--- config.mk ---
export PLATFORM = sky130hd
export DESIGN_NAME = top_k_weight_selector
export DESIGN_NICKNAME = d
export VERILOG_FILES = /design/src/hdl/tks_pkg.sv /design/src/hdl/tks_datapath.sv /design/src/hdl/tks_controller.sv /design/src/hdl/top_k_weight_selector.sv
export VERILOG_INCLUDE_DIRS = /design/src /design/src/hdl
export SDC_FILE = /design/constraint.sdc
export NUM_CORES = 2
export LEC_CHECK = 0
export BUFFER_PORTS_ARGS = -buffer_cell sky130_fd_sc_hd__buf_4
export CORE_ASPECT_RATIO = 1.75
export CORE_UTILIZATION = 40
export CTS_BUF_LIST = sky130_fd_sc_hd__clkbuf_4 sky130_fd_sc_hd__clkbuf_8
export DETAILED_ROUTE_END_ITERATION = 6
export PLACE_DENSITY_LB_ADDON = 0.05
export RECOVER_POWER = 25
export SYNTH_ARGS = -nofsm -noshare
export SYNTH_HDL_FRONTEND = slang
export SYNTH_SLANG_ARGS = --single-unit
--- constraint.sdc ---
create_clock -name aclk -period 35 [get_ports aclk]
set_input_delay 7 -clock aclk [delete_from_list [all_inputs] [get_ports aclk]]
set_output_delay 7 -clock aclk [all_outputs]
set_load 0.005 [all_outputs]
--- src/hdl/top_k_weight_selector_defines.svh ---
// assertion macros used by the selector controller
`ifndef TOP_K_WEIGHT_SELECTOR_DEFINES_SVH
`define TOP_K_WEIGHT_SELECTOR_DEFINES_SVH

// same-cycle implication, disabled while reset is low
`define TKS_ASSERT_NOW(label, clk, rstn, ante, cons, msg) \
    label: assert property (@(posedge clk) disable iff (!(rstn)) (ante) |-> (cons)) \
        else $error(msg);

// next-cycle implication, disabled while reset is low
`define TKS_ASSERT_NEXT(label, clk, rstn, ante, cons, msg) \
    label: assert property (@(posedge clk) disable iff (!(rstn)) (ante) |=> (cons)) \
        else $error(msg);

`endif

--- src/hdl/tks_pkg.sv ---
`default_nettype none

package tks_pkg;

    // store depth and derived widths
    localparam int MAX_KEEP = 16;
    localparam int CNT_W    = $clog2(MAX_KEEP + 1);
    localparam int IDX_W    = (MAX_KEEP > 1) ? $clog2(MAX_KEEP) : 1;

    // field widths fixed by the interface
    localparam int ID_W    = 32;
    localparam int SCORE_W = 32;
    localparam int FREQ_W  = 32;
    localparam int MATCH_W = 8;
    localparam int KEEP_W  = 5;

    // request operation codes
    localparam logic OP_INSERT = 1'b0;
    localparam logic OP_DRAIN  = 1'b1;

    // one kept entry
    typedef struct packed {
        logic [ID_W-1:0]    id;
        logic [SCORE_W-1:0] score;
        logic [FREQ_W-1:0]  freq;
        logic [MATCH_W-1:0] match_cnt;
    } entry_t;

    // controller to datapath commands
    typedef struct packed {
        logic             ins_en;
        logic [CNT_W-1:0] ins_fill;
        logic             pop_en;
        logic [CNT_W-1:0] fill;
    } dp_cmd_t;

    // datapath to controller status
    typedef struct packed {
        logic min_above;
    } dp_sts_t;

endpackage

`default_nettype wire

--- src/hdl/tks_datapath.sv ---
`default_nettype none

module tks_datapath (
    input  wire logic             aclk,
    input  wire tks_pkg::entry_t  new_entry,
    input  wire tks_pkg::dp_cmd_t cmd,
    output tks_pkg::dp_sts_t      sts,
    output tks_pkg::entry_t       head_entry
);
    import tks_pkg::*;

    entry_t             cell_reg  [MAX_KEEP];
    entry_t             cell_next [MAX_KEEP];
    logic [MAX_KEEP-1:0] ahead;
    logic [MAX_KEEP-1:0] above;
    logic [CNT_W-1:0]    min_pos;

    // per-cell compare against the incoming entry
    always_comb begin
        for (int k = 0; k < MAX_KEEP; k++) begin
            above[k] = $signed(cell_reg[k].score) > $signed(new_entry.score);
            ahead[k] = (CNT_W'(k) < cmd.ins_fill) &&
                       (above[k] ||
                        ((cell_reg[k].score == new_entry.score) &&
                         (cell_reg[k].id <= new_entry.id)));
        end
    end

    // current minimum sits in the last occupied cell
    assign min_pos       = cmd.fill - CNT_W'(1);
    assign sts.min_above = (cmd.fill != '0) && above[min_pos[IDX_W-1:0]];

    // insertion shifts the tail down, pop shifts the chain up
    always_comb begin
        for (int k = 0; k < MAX_KEEP; k++) begin
            cell_next[k] = cell_reg[k];
        end
        if (cmd.ins_en) begin
            if (!ahead[0]) begin
                cell_next[0] = new_entry;
            end
            for (int k = 1; k < MAX_KEEP; k++) begin
                if (!ahead[k]) begin
                    cell_next[k] = ahead[k-1] ? new_entry : cell_reg[k-1];
                end
            end
        end else if (cmd.pop_en) begin
            for (int k = 0; k < MAX_KEEP - 1; k++) begin
                cell_next[k] = cell_reg[k+1];
            end
        end
    end

    always_ff @(posedge aclk) begin
        for (int k = 0; k < MAX_KEEP; k++) begin
            cell_reg[k] <= cell_next[k];
        end
    end

    assign head_entry = cell_reg[0];

endmodule

`default_nettype wire

--- src/hdl/tks_controller.sv ---
`default_nettype none

module tks_controller (
    input  wire logic                        aclk,
    input  wire logic                        aresetn,
    input  wire logic                        cfg_wr_en,
    input  wire logic [tks_pkg::KEEP_W-1:0]  cfg_wr_data,
    input  wire logic                        s_valid,
    output logic                             s_ready,
    input  wire logic                        s_operation,
    output logic                             m_valid,
    input  wire logic                        m_ready,
    output logic                             m_last_entry,
    input  wire tks_pkg::dp_sts_t            sts,
    output tks_pkg::dp_cmd_t                 cmd
);
    import tks_pkg::*;

    typedef enum logic [1:0] {
        ST_IDLE  = 2'b01,
        ST_DRAIN = 2'b10
    } state_t;

    state_t            state_reg, state_next;
    logic [KEEP_W-1:0] keep_reg, keep_next;
    logic [CNT_W-1:0]  fill_reg, fill_next;
    logic [CNT_W-1:0]  remain_reg, remain_next;
    logic [CNT_W-1:0]  limit;
    logic              full;
    logic              in_take;
    logic              out_take;
    logic              drop;

    // effective limit, saturated to the store depth
    assign limit = (32'(keep_reg) > 32'(MAX_KEEP)) ? CNT_W'(MAX_KEEP) : CNT_W'(keep_reg);
    assign full  = fill_reg >= limit;
    assign drop  = (limit == '0) || (full && sts.min_above);

    assign s_ready      = (state_reg == ST_IDLE);
    assign m_valid      = (state_reg == ST_DRAIN);
    assign m_last_entry = (remain_reg == CNT_W'(1));
    assign in_take      = s_valid && s_ready;
    assign out_take     = m_valid && m_ready;

    // sequencing of insert and drain requests
    always_comb begin
        state_next   = state_reg;
        keep_next    = cfg_wr_en ? cfg_wr_data : keep_reg;
        fill_next    = fill_reg;
        remain_next  = remain_reg;
        cmd.ins_en   = 1'b0;
        cmd.ins_fill = full ? fill_reg - CNT_W'(1) : fill_reg;
        cmd.pop_en   = 1'b0;
        cmd.fill     = fill_reg;
        case (state_reg)
            ST_IDLE: begin
                if (in_take && (s_operation == OP_INSERT)) begin
                    if (!drop) begin
                        cmd.ins_en = 1'b1;
                        fill_next  = cmd.ins_fill + CNT_W'(1);
                    end
                end else if (in_take) begin
                    fill_next   = '0;
                    remain_next = fill_reg;
                    if (fill_reg != '0) begin
                        state_next = ST_DRAIN;
                    end
                end
            end
            ST_DRAIN: begin
                if (out_take) begin
                    cmd.pop_en  = 1'b1;
                    remain_next = remain_reg - CNT_W'(1);
                    if (m_last_entry) begin
                        state_next = ST_IDLE;
                    end
                end
            end
            default: begin
                state_next = ST_IDLE;
            end
        endcase
    end

    always_ff @(posedge aclk) begin
        if (!aresetn) begin
            state_reg  <= ST_IDLE;
            keep_reg   <= KEEP_W'(16);
            fill_reg   <= '0;
            remain_reg <= '0;
        end else begin
            state_reg  <= state_next;
            keep_reg   <= keep_next;
            fill_reg   <= fill_next;
            remain_reg <= remain_next;
        end
    end

`include "top_k_weight_selector_defines.svh"

    `TKS_ASSERT_NOW(a_fill_bound, aclk, aresetn, 1'b1, fill_reg <= CNT_W'(MAX_KEEP), "fill above depth")
    `TKS_ASSERT_NOW(a_drain_nonempty, aclk, aresetn, state_reg == ST_DRAIN, remain_reg != '0, "drain with nothing left")
    `TKS_ASSERT_NEXT(a_drain_start, aclk, aresetn, in_take && (s_operation == OP_DRAIN) && (fill_reg != '0), (state_reg == ST_DRAIN) && (fill_reg == '0), "drain did not start")
    `TKS_ASSERT_NEXT(a_drain_end, aclk, aresetn, out_take && m_last_entry, state_reg == ST_IDLE, "drain did not end on last")

endmodule

`default_nettype wire

--- src/hdl/top_k_weight_selector.sv ---
// channel   direction  handshake          payload
// s_        in         s_valid/s_ready    operation, entry_id, score, freq_total, match_count
// m_        out        m_valid/m_ready    out_id, out_score, out_freq_total, out_match_count,
//                                         last_entry
// cfg_      in         cfg_wr_en          keep_count (5 bits)
//
// an insert request is taken and placed in the sorted cell chain unless it is dropped
// a drain request emits one kept entry per cycle from the head cell while m_ready is high
// new requests wait while a drain is delivering (s_ready low in drain)
// synchronous active-low reset clears fill and sets keep_count to 16; cells hold no reset
`default_nettype none

module top_k_weight_selector (
    input  wire logic                         aclk,
    input  wire logic                         aresetn,
    input  wire logic                         cfg_wr_en,
    input  wire logic [tks_pkg::KEEP_W-1:0]   cfg_wr_data,
    input  wire logic                         s_valid,
    output logic                              s_ready,
    input  wire logic                         s_operation,
    input  wire logic [tks_pkg::ID_W-1:0]     s_entry_id,
    input  wire logic signed [tks_pkg::SCORE_W-1:0] s_score,
    input  wire logic [tks_pkg::FREQ_W-1:0]   s_freq_total,
    input  wire logic [tks_pkg::MATCH_W-1:0]  s_match_count,
    output logic                              m_valid,
    input  wire logic                         m_ready,
    output logic [tks_pkg::ID_W-1:0]          m_out_id,
    output logic signed [tks_pkg::SCORE_W-1:0] m_out_score,
    output logic [tks_pkg::FREQ_W-1:0]        m_out_freq_total,
    output logic [tks_pkg::MATCH_W-1:0]       m_out_match_count,
    output logic                              m_last_entry
);
    import tks_pkg::*;

    entry_t  new_entry;
    entry_t  head_entry;
    dp_cmd_t cmd;
    dp_sts_t sts;

    // pack the incoming request
    assign new_entry.id        = s_entry_id;
    assign new_entry.score     = s_score;
    assign new_entry.freq      = s_freq_total;
    assign new_entry.match_cnt = s_match_count;

    tks_controller u_ctrl (
        .aclk         (aclk),
        .aresetn      (aresetn),
        .cfg_wr_en    (cfg_wr_en),
        .cfg_wr_data  (cfg_wr_data),
        .s_valid      (s_valid),
        .s_ready      (s_ready),
        .s_operation  (s_operation),
        .m_valid      (m_valid),
        .m_ready      (m_ready),
        .m_last_entry (m_last_entry),
        .sts          (sts),
        .cmd          (cmd)
    );

    tks_datapath u_dp (
        .aclk       (aclk),
        .new_entry  (new_entry),
        .cmd        (cmd),
        .sts        (sts),
        .head_entry (head_entry)
    );

    // head cell drives the result
    assign m_out_id          = head_entry.id;
    assign m_out_score       = $signed(head_entry.score);
    assign m_out_freq_total  = head_entry.freq;
    assign m_out_match_count = head_entry.match_cnt;

endmodule

`default_nettype wire
==> results.cfg <==
[synthesis]
ys_top_cells_by_count = edfxtp_1, nor2_1, mux2i_1, ha_1, a21oi_2
yosysTopAreaCell = edfxtp_1
synth_area_leaders = edfxtp_1, mux2i_1, ha_1, a21oi_2, nor2_1
ys_ff_latch = 1681
avgSynthCellArea_um2 = 11.2
synthMostInstantiatedCell = edfxtp_1
yosysWarningCount = 0
synth-main-ff-cell = edfxtp_1
async_reset_ff_frac = 0
yosysSeqAreaShare = 0.450
synth_area_mm2 = 0.112
synthesis.nets = 11100
yosysTopAreaCellShare = 0.447
synth_edf_count = 1664
syn_inst = 9991
yosysUniqueCellTypes = 83

[power_and_ir_drop]
ir_drop_uv = 54.6
p_total_mw = 7.38
power_density_mw_per_mm2 = 61.2
p_leak_nw = 46.9

[job]
max-cap-violations = 22

[cts]
htree_levels = 5
path_clk_slew_ns = 0.06
cts_resized = 0
cts_setup_buffers = 0
root_buffer = clkbuf_8
insertion_delay_ns = 1.04
cts_tree = built
clk_path_buf_depth = 4
cts_hold_buf = 0
clock-sinks = 1681
numCtsBuffers = 295

[global_routing]
gr-total-overflow = 0
met1_usage = 0.330
gr-usage-met2 = 0.581
first_global_vias = 83800
grt_busiest_layer = met2
grt_first_pass_wirelength_mm = 631
grt_use_met3 = 0.0383
antenna_found_initial = 26
track_usage = 0.311
grt_max_degree = 193

[critical_path]
critPathKind = in2reg
ff2ff_path_depth = 13
startpoint = s_score[14]
required_ns = 35.72
worstPathMaxFanout = 192
endpoint = u_dp.cell_reg[1][64]$_DFFE_PP_
r2r_slack_ns = 20.23
r2r-start = u_dp.cell_reg[3][175]$_DFFE_PP_
start_kind = input pin
timing.rr.end = u_dp.cell_reg[1][64]$_DFFE_PP_
arrival_ns = 22.11
end_kind = flop

[floorplan]
die_width_um = 402
initial_core_util = 0.402
die_area_mm2 = 0.282
num_rows = 256
coreArea_mm2 = 0.278
ios = 222
fp.dieH_um = 701

[sta]
holdWs_ns = 0.484
fin_ws_ns = 13.62
rsz0062_at_grt = false
slew_headroom = -5.98
finalHoldViolCount = 0
fin_crit_ns = 21.38
finClkSkew_ns = 0.0961
fin_setup_tns_ns = 0
final-setup-viol-count = 0
final.period_utilization = 0.611
tightest_slew_ns = 10.47
slew_viol_final = 1153
clock.fmax_mhz = 46.8

[layout]
design_area_mm2 = 0.121
drive_gt1_frac = 0.184
largest_reg_flops = 1664
final_nets = 11000
multi_input_area_mm2 = 0.0568
n_fill_cell = 26700
synthToLayoutAreaGrowth_pct = 7.88
final-seq-area_mm2 = 0.0503

[route]
drt-initial-drc-count = 5432
ant_nets = 0
wl_mm = 449
drc_errors = 0
routedWlPerCell_um = 32.7
via_count = 81200
drt-vias-per-instance = 5.92
drtPass1Iterations = 6

[placed_design]
hpwl_mm = 312
gp_congestion = 0.993
dp_slack_ns = 18.40
placed_cell_area_mm2 = 0.115
port_buffers = 221

[status]
violations = capacitance limit, slew limit
status = finished, violations left

[hold_path]
min_path_type = reg2reg
[power by group]
| group | leakage [nW] | switching [mW] | total, mW | internal (mW) |
|---|---|---|---|---|
| logic | 28.5 | 1.67 | 2.61 | 0.934 |
| clock network | 2.92 | 0.921 | 1.88 | 0.956 |
| registers | 15.4 | 0.265 | 2.89 | 2.63 |
| total | 46.9 | 2.86 | 7.38 | 4.52 |
[area by class of cell]
type | instances | share of cell area
Inverter | 120 | 0.00374
Multi-Input combinational cell | 7397 | 0.471
Clock buffer | 385 | 0.0396
Sequential cell | 1681 | 0.417
Clock inverter | 114 | 0.00658
Antenna cell | 21 | 0.000436
Tap cell | 3612 | 0.0375
Timing Repair Buffer | 388 | 0.0242
[per-layer routing]
layer	wire length (um)	vias up	share of wire
met5	152	-	0.00034
met4	32300	22	0.072
met3	16800	848	0.038
met2	236000	2099	0.53
met1	163000	41200	0.36
li1	-	37000	-
[worst max-delay path: stages]
cell	delay [ns]
clkbuf_1	0.56
inv_1	0.58
ha_1	0.53
nand4_1	0.32
nor4_1	1.56
a2111o_1	0.43
a21oi_1	0.14
xor2_1	0.18
a311oi_2	0.28
o32ai_1	0.16
a211oi_4	0.26
clkbuf_1	2.47
clkbuf_1	6.50
nor2_1	0.33
a21oi_2	0.39
[stage by stage]
step,util,std cells
6_report,0.434,13700
5_1_grt,0.434,13700
4_1_cts,0.435,13700
3_5_place_dp,0.415,13200
3_3_place_gp,0.415,13200
2_1_floorplan,-,9991
[worst min-delay path by stage]
stage / start / end / slack [ns] / cells after the start
final: u_ctrl.remain_reg[1]$_SDFFE_PN0P_ / u_ctrl.remain_reg[1]$_SDFFE_PN0P_ / 0.48 / 2
after global routing: u_ctrl.remain_reg[1]$_SDFFE_PN0P_ / u_ctrl.remain_reg[1]$_SDFFE_PN0P_ / 0.51 / 2
after CTS: u_ctrl.remain_reg[1]$_SDFFE_PN0P_ / u_ctrl.remain_reg[1]$_SDFFE_PN0P_ / 0.48 / 2
after detailed placement: u_ctrl.remain_reg[1]$_SDFFE_PN0P_ / u_ctrl.remain_reg[1]$_SDFFE_PN0P_ / 0.47 / 2
after global placement: u_ctrl.remain_reg[1]$_SDFFE_PN0P_ / u_ctrl.remain_reg[1]$_SDFFE_PN0P_ / 0.47 / 2
after floorplan: u_ctrl.remain_reg[1]$_SDFFE_PN0P_ / u_ctrl.remain_reg[1]$_SDFFE_PN0P_ / 0.45 / 2
[cell usage in the layout, fill, tap and decap left out, types with 28 or more instances in the layout]
master    Yosys  layout
o211ai_1     41      41
inv_1       117     118
o21a_1       45      43
nand4_1     194     194
mux2_2      105     103
edfxtp_1   1664    1664
nor2b_1      74      74
ha_1       1033    1033
a21oi_2     915     910
mux2_1      102     104
mux2i_1    1461    1461
a21o_1      173     173
nor2_1     1596    1594
clkbuf_8      0     302
a211oi_1     29      28
a21oi_1     873     876
clkbuf_1    257      34
nand2_1     192     187
buf_4       218     252
o21ai_0     141     146
nand3_1      83      83
clkbuf_4      0     174
clkinv_1      2      61
[kinds of logic after synthesis]
group,synth area share
adders and majority gates,0.116
AOI/OAI and AO/OA,0.148
xor gates and xnor gates,0.00188
and+or+nand+nor,0.0886
muxes,0.152
DFF,0.450
buffers and inverters,0.0439
(Power assumes the default switching activity.)
